===== src/hdl/pfc_pkg.sv =====
// Package for the PID feed-forward controller: microcode types, step program and constants.
package pfc_pkg;

    // Width of the step counter; the program has exactly 2**PC_W steps.
    localparam int PC_W     = 3;
    localparam int Q_W      = 32;              // Q16.16 word width
    localparam int TS_W     = 16;              // time step width
    localparam int LIM_W    = 31;              // limit register width
    localparam int FRAC_W   = 16;              // fraction bits
    localparam int PROD_W   = 2 * Q_W;         // multiplier product width
    localparam int TERM_W   = PROD_W - FRAC_W; // product after the shift
    localparam int ACC_W    = TERM_W + 2;      // three terms plus feed-forward
    localparam int IDX_W    = 3;               // configuration index width
    localparam int IN_W     = 5 * Q_W + TS_W;  // packed input item width

    // Configuration register indexes.
    typedef enum logic [IDX_W-1:0] {
        REG_GAIN_P         = 3'd0,
        REG_GAIN_I         = 3'd1,
        REG_GAIN_D         = 3'd2,
        REG_INTEGRAL_LIMIT = 3'd3,
        REG_OUTPUT_LIMIT   = 3'd4
    } reg_idx_t;

    // Multiplier operand pair.
    typedef enum logic [1:0] {
        MUL_ERR_TS,
        MUL_P_ERR,
        MUL_D_RERR,
        MUL_I_INTEG
    } mul_sel_t;

    // Accumulator operation.
    typedef enum logic [1:0] {
        ACC_NONE,
        ACC_LOAD_FF,
        ACC_ADD_PROD
    } acc_op_t;

    // Jump condition; when it holds the counter loads the target, else it advances.
    typedef enum logic [1:0] {
        COND_NEVER,
        COND_NO_IN,
        COND_GI_ZERO,
        COND_OUT_BUSY
    } cond_t;

    // One control word.
    typedef struct packed {
        logic            cap;
        logic            diff;
        logic            integ;
        logic            mul_en;
        mul_sel_t        mul_sel;
        acc_op_t         acc_op;
        logic            out_en;
        cond_t           cond;
        logic [PC_W-1:0] target;
    } ctrl_t;

    // Step addresses.
    localparam logic [PC_W-1:0] STEP_WAIT  = 3'd0;
    localparam logic [PC_W-1:0] STEP_DIFF  = 3'd1;
    localparam logic [PC_W-1:0] STEP_MTS   = 3'd2;
    localparam logic [PC_W-1:0] STEP_INTEG = 3'd3;
    localparam logic [PC_W-1:0] STEP_ADDP  = 3'd4;
    localparam logic [PC_W-1:0] STEP_ADDD  = 3'd5;
    localparam logic [PC_W-1:0] STEP_ADDI  = 3'd6;
    localparam logic [PC_W-1:0] STEP_OUT   = 3'd7;

    // Control program; the last step falls through to the first by wrap-around.
    function automatic ctrl_t ctrl_rom(input logic [PC_W-1:0] pc);
        ctrl_t w;
        w = '{cap: 1'b0, diff: 1'b0, integ: 1'b0, mul_en: 1'b0, mul_sel: MUL_ERR_TS,
              acc_op: ACC_NONE, out_en: 1'b0, cond: COND_NEVER, target: STEP_WAIT};
        case (pc)
            STEP_WAIT:
            begin
                w.cap    = 1'b1;
                w.cond   = COND_NO_IN;
                w.target = STEP_WAIT;
            end
            STEP_DIFF:
            begin
                w.diff   = 1'b1;
                w.acc_op = ACC_LOAD_FF;
            end
            STEP_MTS:
            begin
                w.mul_en  = 1'b1;
                w.mul_sel = MUL_ERR_TS;
            end
            STEP_INTEG:
            begin
                w.integ   = 1'b1;
                w.mul_en  = 1'b1;
                w.mul_sel = MUL_P_ERR;
            end
            STEP_ADDP:
            begin
                w.acc_op  = ACC_ADD_PROD;
                w.mul_en  = 1'b1;
                w.mul_sel = MUL_D_RERR;
            end
            STEP_ADDD:
            begin
                w.acc_op  = ACC_ADD_PROD;
                w.mul_en  = 1'b1;
                w.mul_sel = MUL_I_INTEG;
                w.cond    = COND_GI_ZERO;
                w.target  = STEP_OUT;
            end
            STEP_ADDI:
            begin
                w.acc_op = ACC_ADD_PROD;
            end
            STEP_OUT:
            begin
                w.out_en = 1'b1;
                w.cond   = COND_OUT_BUSY;
                w.target = STEP_OUT;
            end
            default:
            begin
                w.cond   = COND_NEVER;
            end
        endcase
        return w;
    endfunction

endpackage


===== src/hdl/pid_feedforward_controller_core.sv =====
// Top level of the PID feed-forward controller: microcoded sequencer over one shared multiplier.
//
// Channel   Direction  Handshake               Payload
// s_axis    in         s_axis_tvalid/tready    tdata: measured, measured_rate, target,
//                                              target_rate, ff_term, time_step
// m_axis    out        m_axis_tvalid/tready    tdata: drive
// cfg       in         cfg_valid/cfg_ready     cfg_index, cfg_data
//
// An item runs from acceptance through the difference, error-times-step, integral, P, D, I
// and output steps of the eight-step control program on the one 32x32 multiplier; the I
// step is skipped when gain_i is zero. The next item is taken the cycle after the result loads.
// Reset clears the step counter, the output valid, the configuration registers and the integral.
// A stalled output holds the program at its last step; an item waiting there is delivered
// once the output register frees up. cfg_ready is always high.
module pid_feedforward_controller_core
(
    input  logic         clk,
    input  logic         rst_n,
    input  logic         s_axis_tvalid,
    output logic         s_axis_tready,
    // measured[31:0], measured_rate[63:32], target[95:64], target_rate[127:96],
    // ff_term[159:128], time_step[175:160]
    input  logic [175:0] s_axis_tdata,
    output logic         m_axis_tvalid,
    input  logic         m_axis_tready,
    // drive[31:0]
    output logic [31:0]  m_axis_tdata,
    input  logic         cfg_valid,
    output logic         cfg_ready,
    input  logic [2:0]   cfg_index,
    input  logic [31:0]  cfg_data
);

    localparam int QW = pfc_pkg::Q_W;
    localparam int FW = pfc_pkg::FRAC_W;
    localparam logic signed [QW:0] SatMax = {2'b00, {(QW-1){1'b1}}};
    localparam logic signed [QW:0] SatMin = {2'b11, {(QW-1){1'b0}}};

    // Step counter and control word
    logic [pfc_pkg::PC_W-1:0] pc_reg, pc_next;
    pfc_pkg::ctrl_t           ctrl;

    // Configuration registers
    logic signed [QW-1:0]          gain_p_reg, gain_i_reg, gain_d_reg;
    logic [pfc_pkg::LIM_W-1:0]     integral_limit_reg, output_limit_reg;

    // Captured input item
    logic signed [QW-1:0]          measured_reg, measured_rate_reg, target_reg;
    logic signed [QW-1:0]          target_rate_reg, ff_term_reg;
    logic [pfc_pkg::TS_W-1:0]      time_step_reg;

    // Datapath registers
    logic signed [QW-1:0]             err_reg, rerr_reg;
    logic signed [QW-1:0]             integral_reg, integral_next;
    logic signed [pfc_pkg::PROD_W-1:0] prod_reg;
    logic signed [pfc_pkg::ACC_W-1:0]  acc_reg, acc_next;
    logic                              out_valid_reg;
    logic [QW-1:0]                     out_data_reg;

    logic in_accept, out_free, gi_zero, take_jump;
    logic signed [QW:0]    err_wide, rerr_wide, integ_sum;
    logic signed [QW-1:0]  err_sat, rerr_sat, integ_sat, ilim_pos, ilim_neg;
    logic signed [QW-1:0]  mul_a, mul_b;
    logic signed [pfc_pkg::ACC_W-1:0] olim_pos, olim_neg;
    logic signed [QW-1:0]  drive_clamped;

    assign ctrl          = pfc_pkg::ctrl_rom(pc_reg);
    assign s_axis_tready = ctrl.cap;
    assign in_accept     = s_axis_tvalid && s_axis_tready;
    assign out_free      = !out_valid_reg || m_axis_tready;
    assign gi_zero       = (gain_i_reg == '0);
    assign cfg_ready     = 1'b1;
    assign m_axis_tvalid = out_valid_reg;
    assign m_axis_tdata  = out_data_reg;

    // Evaluate the jump condition
    always_comb
    begin
        case (ctrl.cond)
            pfc_pkg::COND_NEVER:    take_jump = 1'b0;
            pfc_pkg::COND_NO_IN:    take_jump = !in_accept;
            pfc_pkg::COND_GI_ZERO:  take_jump = gi_zero;
            pfc_pkg::COND_OUT_BUSY: take_jump = !out_free;
            default:                take_jump = 1'b0;
        endcase
        pc_next = take_jump ? ctrl.target : pc_reg + 1'b1;
    end

    // Saturate both differences
    always_comb
    begin
        err_wide  = (QW+1)'(target_reg) - (QW+1)'(measured_reg);
        rerr_wide = (QW+1)'(target_rate_reg) - (QW+1)'(measured_rate_reg);
        if (err_wide > SatMax)
            err_sat = SatMax[QW-1:0];
        else if (err_wide < SatMin)
            err_sat = SatMin[QW-1:0];
        else
            err_sat = err_wide[QW-1:0];
        if (rerr_wide > SatMax)
            rerr_sat = SatMax[QW-1:0];
        else if (rerr_wide < SatMin)
            rerr_sat = SatMin[QW-1:0];
        else
            rerr_sat = rerr_wide[QW-1:0];
    end

    // Advance the integral by the floored increment, saturate, then clamp; a zero gain_i clears it
    always_comb
    begin
        ilim_pos  = $signed({1'b0, integral_limit_reg});
        ilim_neg  = -ilim_pos;
        integ_sum = (QW+1)'(integral_reg) + (QW+1)'($signed(prod_reg[FW+QW-1:FW]));
        if (integ_sum > SatMax)
            integ_sat = SatMax[QW-1:0];
        else if (integ_sum < SatMin)
            integ_sat = SatMin[QW-1:0];
        else
            integ_sat = integ_sum[QW-1:0];
        if (gi_zero)
            integral_next = '0;
        else if (integ_sat > ilim_pos)
            integral_next = ilim_pos;
        else if (integ_sat < ilim_neg)
            integral_next = ilim_neg;
        else
            integral_next = integ_sat;
    end

    // Select multiplier operands
    always_comb
    begin
        case (ctrl.mul_sel)
            pfc_pkg::MUL_ERR_TS:
            begin
                mul_a = err_reg;
                mul_b = $signed(QW'(time_step_reg));
            end
            pfc_pkg::MUL_P_ERR:
            begin
                mul_a = gain_p_reg;
                mul_b = err_reg;
            end
            pfc_pkg::MUL_D_RERR:
            begin
                mul_a = gain_d_reg;
                mul_b = rerr_reg;
            end
            pfc_pkg::MUL_I_INTEG:
            begin
                mul_a = gain_i_reg;
                mul_b = integral_reg;
            end
            default:
            begin
                mul_a = err_reg;
                mul_b = err_reg;
            end
        endcase
    end

    // Accumulate floored products onto the feed-forward term
    always_comb
    begin
        case (ctrl.acc_op)
            pfc_pkg::ACC_NONE:     acc_next = acc_reg;
            pfc_pkg::ACC_LOAD_FF:  acc_next = pfc_pkg::ACC_W'(ff_term_reg);
            pfc_pkg::ACC_ADD_PROD: acc_next = acc_reg
                                       + pfc_pkg::ACC_W'($signed(prod_reg[pfc_pkg::PROD_W-1:FW]));
            default:               acc_next = acc_reg;
        endcase
    end

    // Clamp the sum to the output limit
    always_comb
    begin
        olim_pos = $signed(pfc_pkg::ACC_W'(output_limit_reg));
        olim_neg = -olim_pos;
        if (acc_reg > olim_pos)
            drive_clamped = olim_pos[QW-1:0];
        else if (acc_reg < olim_neg)
            drive_clamped = olim_neg[QW-1:0];
        else
            drive_clamped = acc_reg[QW-1:0];
    end

    // Control state, configuration and integral
    always_ff @(posedge clk or negedge rst_n)
    begin
        if (!rst_n)
        begin
            pc_reg             <= pfc_pkg::STEP_WAIT;
            out_valid_reg      <= 1'b0;
            gain_p_reg         <= '0;
            gain_i_reg         <= '0;
            gain_d_reg         <= '0;
            integral_limit_reg <= '0;
            output_limit_reg   <= '0;
            integral_reg       <= '0;
        end
        else
        begin
            pc_reg <= pc_next;
            if (ctrl.out_en && out_free)
                out_valid_reg <= 1'b1;
            else if (m_axis_tready)
                out_valid_reg <= 1'b0;
            if (ctrl.integ)
                integral_reg <= integral_next;
            if (cfg_valid && cfg_ready)
            begin
                case (cfg_index)
                    pfc_pkg::REG_GAIN_P:         gain_p_reg <= cfg_data;
                    pfc_pkg::REG_GAIN_I:         gain_i_reg <= cfg_data;
                    pfc_pkg::REG_GAIN_D:         gain_d_reg <= cfg_data;
                    pfc_pkg::REG_INTEGRAL_LIMIT:
                        integral_limit_reg <= cfg_data[pfc_pkg::LIM_W-1:0];
                    pfc_pkg::REG_OUTPUT_LIMIT:
                        output_limit_reg   <= cfg_data[pfc_pkg::LIM_W-1:0];
                    default:                     gain_p_reg <= gain_p_reg;
                endcase
            end
        end
    end

    // Payload and datapath registers
    always_ff @(posedge clk)
    begin
        if (in_accept)
        begin
            measured_reg      <= s_axis_tdata[31:0];
            measured_rate_reg <= s_axis_tdata[63:32];
            target_reg        <= s_axis_tdata[95:64];
            target_rate_reg   <= s_axis_tdata[127:96];
            ff_term_reg       <= s_axis_tdata[159:128];
            time_step_reg     <= s_axis_tdata[175:160];
        end
        if (ctrl.diff)
        begin
            err_reg  <= err_sat;
            rerr_reg <= rerr_sat;
        end
        if (ctrl.mul_en)
            prod_reg <= mul_a * mul_b;
        acc_reg <= acc_next;
        if (ctrl.out_en && out_free)
            out_data_reg <= drive_clamped;
    end

endmodule


===== config.mk =====
export PLATFORM = sky130hd
export DESIGN_NAME = pid_feedforward_controller_core
export DESIGN_NICKNAME = d
export VERILOG_FILES = /design/src/hdl/pfc_pkg.sv /design/src/hdl/pid_feedforward_controller_core.sv
export SDC_FILE = /design/constraint.sdc
export NUM_CORES = 2
export LEC_CHECK = 0
export ABC_CLOCK_PERIOD_IN_PS = 13800
export BUFFER_PORTS_ARGS = -buffer_cell sky130_fd_sc_hd__buf_4
export CAP_MARGIN = 25
export CELL_PAD_IN_SITES_DETAIL_PLACEMENT = 2
export CELL_PAD_IN_SITES_GLOBAL_PLACEMENT = 2
export CORE_ASPECT_RATIO = 0.8
export CORE_UTILIZATION = 40
export DETAILED_ROUTE_END_ITERATION = 8
export PLACE_DENSITY = 0.84
export SLEW_MARGIN = 0
export SYNTH_ARGS = -nofsm -noshare
export SYNTH_HDL_FRONTEND = slang
export SYNTH_SLANG_ARGS = --single-unit

===== constraint.sdc =====
create_clock -name clk -period 13.8 [get_ports clk]
set_input_delay 2.76 -clock clk [delete_from_list [all_inputs] [get_ports clk]]
set_output_delay 2.76 -clock clk [all_outputs]
set_load 0.02 [all_outputs]

; After elaboration in Yosys (flattened, before gate mapping)
; Cells that the tools add are included.
[op_classes]
add_sub_neg = 7
mul = 1
div_mod_pow = 0
magnitude_cmp = 10
eq_ne = 19
shifts = 0
n_mux = 23
bitwise = 0
n_reduce_logical = 19
[op_table]
columns = op, n
row1 = 2-to-1 mux 32 bit, 8
row2 = case mux 32 bit (4 select lines), 2
row3 = case mux 50 bit (2 select lines), 1
row4 = "> comparator 33 x 32 -> 1 bit, second input constant", 3
row5 = "< comparator 33 x 32 -> 1 bit, second input constant", 3
row6 = subtractor 32 x 32 -> 33 bit, 2
row7 = multiplier 32 x 32 -> 64 bit, 1
row8 = adder 50 x 48 -> 50 bit, 1
row9 = > comparator 50 x 32 -> 1 bit, 1
row10 = < comparator 50 bit, 1
row11 = negator 31 -> 50 bit, 1
row12 = adder 32 x 32 -> 33 bit, 1
row13 = > comparator 32 bit, 1
row14 = logical NOT 32 bit, 1
row15 = < comparator 32 bit, 1
row16 = negator 31 -> 32 bit, 1
row17 = 2-to-1 mux 31 bit, 1
row18 = "equality test 3 bit, second input constant", 5
row19 = case mux 5 bit (3 select lines), 1
row20 = "equality test 3 x 2 -> 1 bit, second input constant", 4
row21 = case mux 3 bit (4 select lines), 1
row22 = "equality test 2 bit, second input constant", 5
row23 = AND reduction 2 bit, 5
row24 = "equality test 2 x 1 -> 1 bit, second input constant", 3
row25 = other kinds (13), 25
[word_totals]
register_bits = 580
latch_bits = 0
mem_bits_rw = 0
mem_bits_ro = 0
inputBits = 216
out_inout_bits = 35
word_cells = 99
memories = 0

; Depth between registers and ports, before layout
[logic_depth]
depth_word = 8
depth_mapped = 38
mapped_depth_nobuf = 34

; Worst setup path after synthesis
; Ideal clock, no wire load.
[synth_timing]
kind = reg-to-reg
start = register pc_reg[0] in the netlist's numbering
end = register prod_reg[58] in the netlist's numbering, data pin
setup_ps = 259
t_arrival_ps = 9937
required_time_ps = 13541
slack_ps = 3604
stages_incl_launch_ff = 36
path_buffers = 4
period_less_slack_ps = 10196
path_cell_list = dfrtp_1 > ha_1 > nor3b_1 > or2_2 > buf_2 > buf_1 > clkbuf_1 > nand2_1 > nand2_1 > clkbuf_1 > nand2_1 > inv_1 > fa_1 > inv_1 > fa_1 > fa_1 > inv_1 > fa_1 > inv_1 > fa_1 > inv_1 > fa_1 > fa_1 > fa_1 > ha_1 > a21o_1 > a21o_1 > a211o_1 > a2111oi_0 > o211a_1 > o21ai_1 > o31a_1 > and2_1 > o31a_1 > or2_1 > xor2_1
[synth_between]
elab_chain_cells = 5
word_cells_on_any_way = 12
classes_between = 1 x mul / 7 x eq/ne / 3 x mux / 1 x reduce/logical
[synth_lines]
columns = item, line
row1 = "start, declared", pid_feedforward_controller_core.sv:40  ; logic [pfc_pkg::PC_W-1:0] pc_reg, pc_next;
row2 = "start signal, assigned", pid_feedforward_controller_core.sv:192  ; pc_reg <= pfc_pkg::STEP_WAIT;
row3 = "start signal, assigned", pid_feedforward_controller_core.sv:203  ; pc_reg <= pc_next;
row4 = equality test 3 bit / equality test 3 x 2 -> 1 bit (equally long branches), pfc_pkg.sv:76  ; case (pc)
row5 = case mux 3 bit (4 select lines) (*), pfc_pkg.sv:76
row6 = equality test 2 bit (tied with other cells), pid_feedforward_controller_core.sv:133  ; case (ctrl.mul_sel)
row7 = case mux 32 bit (4 select lines), pid_feedforward_controller_core.sv:133
row8 = multiplier 32 x 32 -> 64 bit (*), pid_feedforward_controller_core.sv:244  ; prod_reg <= mul_a * mul_b;
row9 = "end signal, assigned", pid_feedforward_controller_core.sv:244
row10 = "end, declared", pid_feedforward_controller_core.sv:55  ; logic signed [pfc_pkg::PROD_W-1:0] prod_reg;
; Mark *: on every way between the ends. The rest lies on a longest branch, timed or not.
; A chain may end at the register's enable or synchronous reset.

; Worst setup path in the final report
; Same ends and word-level chain as after synthesis.

==> run summary <==
STATUS
--------------------------------------------------------------------------------------------------------
Result of the run                                                                           complete, no violations

LAYOUT
--------------------------------------------------------------------------------------------------------
Layout Nets                                                                                         8944
Multi-input gate area in the final layout                                                   0.0477 sq mm
Fill cell count                                                                                    17900
Share of cells above drive strength 1                                                              9.61%
Max FFs per register                                                                                  50
Register Area                                                                               0.0160 sq mm
P&R area growth vs syn                                                                             10.0%

CRITICAL PATH
--------------------------------------------------------------------------------------------------------
Critical R2R Launch                                                                            pc_reg[0]
Kind of end point of the critical path                                                         flip-flop
Crit path DAT                                                                                   12.65 ns
Max Fanout on Critical Path                                                                           37
Worst-path cell with the longest stage delay                                                sky130_fd_sc_hd__a221o_1
Delay contributed by the slowest stage of the critical path                                      0.89 ns
Slack of the worst reg-to-reg path                                                               1.57 ns
Worst-case reg-to-reg path depth                                                                      30
Critical Setup Path Class                                                                     reg -> reg
Worst path required time                                                                        14.22 ns
Most frequent CP cell                                                                       sky130_fd_sc_hd__fa_1
Type of element launching the critical path                                                    flip-flop
Reg-to-Reg End                                                                              prod_reg[58]

FLOORPLANNING
--------------------------------------------------------------------------------------------------------
Std-Cell Core Area                                                                           0.170 sq mm
Cell Rows                                                                                            135
Initial Utilization                                                                                40.5%
Top Ports                                                                                            251
Vertical extent of the die                                                                        373 um
DIE AREA                                                                                     0.174 sq mm
X dimension of the die                                                                            466 um

CLOCKING
--------------------------------------------------------------------------------------------------------
Buffer count from post-CTS setup fixing                                                                0
Total of hold buffers inserted after clock tree synthesis                                              0
CTS H-tree lvls                                                                                        2
Source-to-sink clock delay at the later pin of the worst-skew pair                               0.76 ns
Maximum root-to-sink buffer count                                                                      3
Post-CTS clock slew at the launch and capture registers of the worst setup and hold paths        0.07 ns
TritonCTS clock tree                                                                               built
TritonCTS buffer count                                                                                60
Root buffer selected by CTS                                                                 sky130_fd_sc_hd__clkbuf_16
Number of instances resized during post-cts repair                                                     0
Clock sink count                                                                                     564

HOLD PATH
--------------------------------------------------------------------------------------------------------
Hold Path Cell Cnt                                                                                     1
Worst hold path endpoint                                                                    gain_p_reg[1]
Worst hold path class                                                                         reg -> reg
Startpoint of the worst hold path                                                           gain_p_reg[1]

SYNTHESIS
--------------------------------------------------------------------------------------------------------
Post-synth EDFFs                                                                                     370
Synth Warn #                                                                                           0
Netlist cell types                                                                                    93
Number of instances in the synthesized netlist                                                      7012
Cell area after synthesis                                                                   0.0688 sq mm
Leading register cell type out of synthesis                                                 sky130_fd_sc_hd__edfxtp_1
Average instance area after synthesis                                                         9.81 sq um
Syn_nets                                                                                            8789
Post-synth ARST share                                                                              34.4%
Synthesized flop and latch total                                                                     564
Seq/Total Area, Yosys                                                                              23.2%

GLOBAL ROUTING
--------------------------------------------------------------------------------------------------------
GR Util met2                                                                                       56.7%
Global-route wire length before repair                                                            471 mm
Vias in the first global route                                                                     65100
Remaining global-route overflow                                                                        0
Grt peak-use layer                                                                                  met2
Met3 Use GR                                                                                        11.6%
Antenna violations before repair                                                                      33
Global router's overall resource usage                                                             37.7%
Largest net degree at the start of global routing                                                     83
Met1 Use GR                                                                                        49.1%

TIMING
--------------------------------------------------------------------------------------------------------
Worst path setup slack after routing                                                             1.57 ns
Max Freq                                                                                        81.8 MHz
Clock period minus worst slack                                                                  12.23 ns
Fin Clk Skew                                                                                   0.0960 ns
Fin Hold WS                                                                                     0.513 ns
Final max-slew violation count                                                                         0
Setup repair after global routing missed its margin                                                   no
Setup Viol. Count Final                                                                                0
Share of the clock period used by the worst path                                                   88.6%
Slew of the pin with the lowest slew margin                                                      1.14 ns
Normalized max-slew margin                                                                         23.9%
Final Hold Violating Endpoints                                                                         0
Setup TNS                                                                                           0 ns

FLOW RUN
--------------------------------------------------------------------------------------------------------
Max-Cap Viols                                                                                          0

ROUTING
--------------------------------------------------------------------------------------------------------
Pre-Repair DR Iteration Count                                                                          6
Per-cell routed wire length                                                                      34.5 um
First DRT Iteration DRCs                                                                            6269
Via count                                                                                          58400
Aggregate routed wire length                                                                      328 mm
Final routed DRC violation total                                                                       0
Via-per-instance ratio                                                                              6.15
Remaining antenna violation count                                                                      0

PLACED DESIGN
--------------------------------------------------------------------------------------------------------
Final weighted congestion in routability-driven placement                                           1.01
Worst setup slack after placement                                                                1.57 ns
HPWL after detailed placement                                                                     259 mm
# port buffers                                                                                       249

[routing by layer]
layer	share of wire (%)	wire length (um)
met5	0.056	184
met3	11	37400
met4	5.6	18500
met1	39	128000
met2	44	143000
[cell usage after synthesis (8+ instances only)]
library cell                   n  area share, %
sky130_fd_sc_hd__a211o_1      14           0.18
sky130_fd_sc_hd__a211oi_1     34           0.37
sky130_fd_sc_hd__a21o_1      166            1.8
sky130_fd_sc_hd__a21oi_1     318            2.3
sky130_fd_sc_hd__a221o_1      19           0.28
sky130_fd_sc_hd__a221oi_1     30           0.38
sky130_fd_sc_hd__a222oi_1     13           0.19
sky130_fd_sc_hd__a22o_1       13           0.17
sky130_fd_sc_hd__a22oi_1      49           0.53
sky130_fd_sc_hd__a31oi_1      25           0.23
sky130_fd_sc_hd__and2_1       61           0.55
sky130_fd_sc_hd__and3_1       25           0.23
sky130_fd_sc_hd__and4_1        9           0.11
sky130_fd_sc_hd__buf_1        26           0.14
sky130_fd_sc_hd__buf_2         8          0.058
sky130_fd_sc_hd__clkbuf_1    240            1.3
sky130_fd_sc_hd__dfrtp_1     194            7.1
sky130_fd_sc_hd__edfxtp_1    370             16
sky130_fd_sc_hd__fa_1       1085             32
sky130_fd_sc_hd__ha_1        476            8.7
sky130_fd_sc_hd__inv_1      1155            6.3
sky130_fd_sc_hd__maj3_1       20           0.29
sky130_fd_sc_hd__mux2_2      152            2.5
sky130_fd_sc_hd__mux2i_1       8           0.12
sky130_fd_sc_hd__nand2_1     785            4.3
sky130_fd_sc_hd__nand2b_1     53           0.48
sky130_fd_sc_hd__nand3_1      71           0.52
sky130_fd_sc_hd__nand4_1      52           0.47
sky130_fd_sc_hd__nor2_1      672            3.7
sky130_fd_sc_hd__nor2b_1      35           0.32
sky130_fd_sc_hd__nor3_1       79           0.57
sky130_fd_sc_hd__nor4_1       27           0.25
sky130_fd_sc_hd__o211ai_1     12           0.13
sky130_fd_sc_hd__o21a_1       35           0.38
sky130_fd_sc_hd__o21ai_0     209            1.5
sky130_fd_sc_hd__o21bai_1     32           0.35
sky130_fd_sc_hd__o2bb2ai_1    11           0.14
sky130_fd_sc_hd__o31ai_1      14           0.15
sky130_fd_sc_hd__or2_2        16           0.15
sky130_fd_sc_hd__or3_1        16           0.15
sky130_fd_sc_hd__xnor2_1     177            2.3
sky130_fd_sc_hd__xor2_1       63           0.80
[cells in the final DEF (no fill, tap or decap), types with 22 or more instances in the layout]
master / Yosys / routed
sky130_fd_sc_hd__a211oi_1: 34 / 34
sky130_fd_sc_hd__nor2b_1: 35 / 33
sky130_fd_sc_hd__o21bai_1: 32 / 32
sky130_fd_sc_hd__nand4_1: 52 / 52
sky130_fd_sc_hd__clkbuf_16: 0 / 60
sky130_fd_sc_hd__nand3_1: 71 / 71
sky130_fd_sc_hd__diode_2: 0 / 22
sky130_fd_sc_hd__fa_1: 1085 / 1085
sky130_fd_sc_hd__edfxtp_1: 370 / 370
sky130_fd_sc_hd__nor4_1: 27 / 27
sky130_fd_sc_hd__xnor2_1: 177 / 177
sky130_fd_sc_hd__inv_1: 1155 / 1153
sky130_fd_sc_hd__o21a_1: 35 / 35
sky130_fd_sc_hd__a21oi_1: 318 / 312
sky130_fd_sc_hd__nor3_1: 79 / 78
sky130_fd_sc_hd__nand2_1: 785 / 783
sky130_fd_sc_hd__o21ai_0: 209 / 208
sky130_fd_sc_hd__and2_1: 61 / 56
sky130_fd_sc_hd__ha_1: 476 / 475
sky130_fd_sc_hd__a22oi_1: 49 / 49
sky130_fd_sc_hd__a31oi_1: 25 / 25
sky130_fd_sc_hd__buf_4: 1 / 363
sky130_fd_sc_hd__mux2_2: 152 / 152
sky130_fd_sc_hd__a21o_1: 166 / 166
sky130_fd_sc_hd__dfrtp_1: 194 / 194
sky130_fd_sc_hd__nand2b_1: 53 / 53
sky130_fd_sc_hd__and3_1: 25 / 25
sky130_fd_sc_hd__nor2_1: 672 / 671
sky130_fd_sc_hd__xor2_1: 63 / 63
[worst max path at each step]
stage,from,end,slack (ns),cells after the start
after floorplan,pc_reg[0],prod_reg[58],3.60,35
after global placement,pc_reg[0],prod_reg[58],2.22,31
after detailed placement,pc_reg[1],prod_reg[58],1.57,31
after CTS,pc_reg[0],prod_reg[58],1.45,30
after global routing,pc_reg[0],prod_reg[58],1.14,30
final,pc_reg[0],prod_reg[58],1.57,30
[area by class of cell]
type / count / share of cell area [%]
antenna: 22 / 0.0728
clock buffer: 79 / 2.13
multi-input combinational: 5017 / 63.0
tap: 2260 / 3.74
sequential: 564 / 21.1
inverter: 1155 / 5.73
clock inverter: 34 / 0.494
timing repair buffer: 369 / 3.75
[kinds of logic (layout without fill, tap and decap cells)]
logic type,Yosys count,count (layout),share of synthesized area [%]
buffers and inverters,1431,1637,7.84
adder cells (fa/ha/maj),1581,1581,40.5
other,1,23,0.00545
AND/OR/NAND/NOR,1943,1943,12.3
flip-flops,564,564,23.2
AO/OA/AOI/OAI,1092,1092,10.4
XOR/XNOR,240,240,3.06
multiplexers,160,160,2.61
[worst max-delay path, delay by kind of cell, from the launching register on]
kind                       cells  cell delay (ns)
AOI/OAI and AO/OA              9             2.95
xor gates and xnor gates       1             0.14
adders and majority gates     10             5.22
buffers and inverters          5             1.05
DFF                            1             0.42
and+or+nand+nor                5             2.03
[per-stage QoR]
stage / instances / area (sq um) / util, %
after floorplan: 7012 / 68800 / -
after global placement: 9358 / 73500 / 43.3
after detailed placement: 9360 / 73600 / 43.3
after CTS: 9473 / 75500 / 44.5
after global routing: 9479 / 75600 / 44.5
final: 9500 / 75700 / 44.5
Power is left out: the tool's default activity adds up to more than one toggle a clock period on the data nets, which glitch-free logic cannot reach.
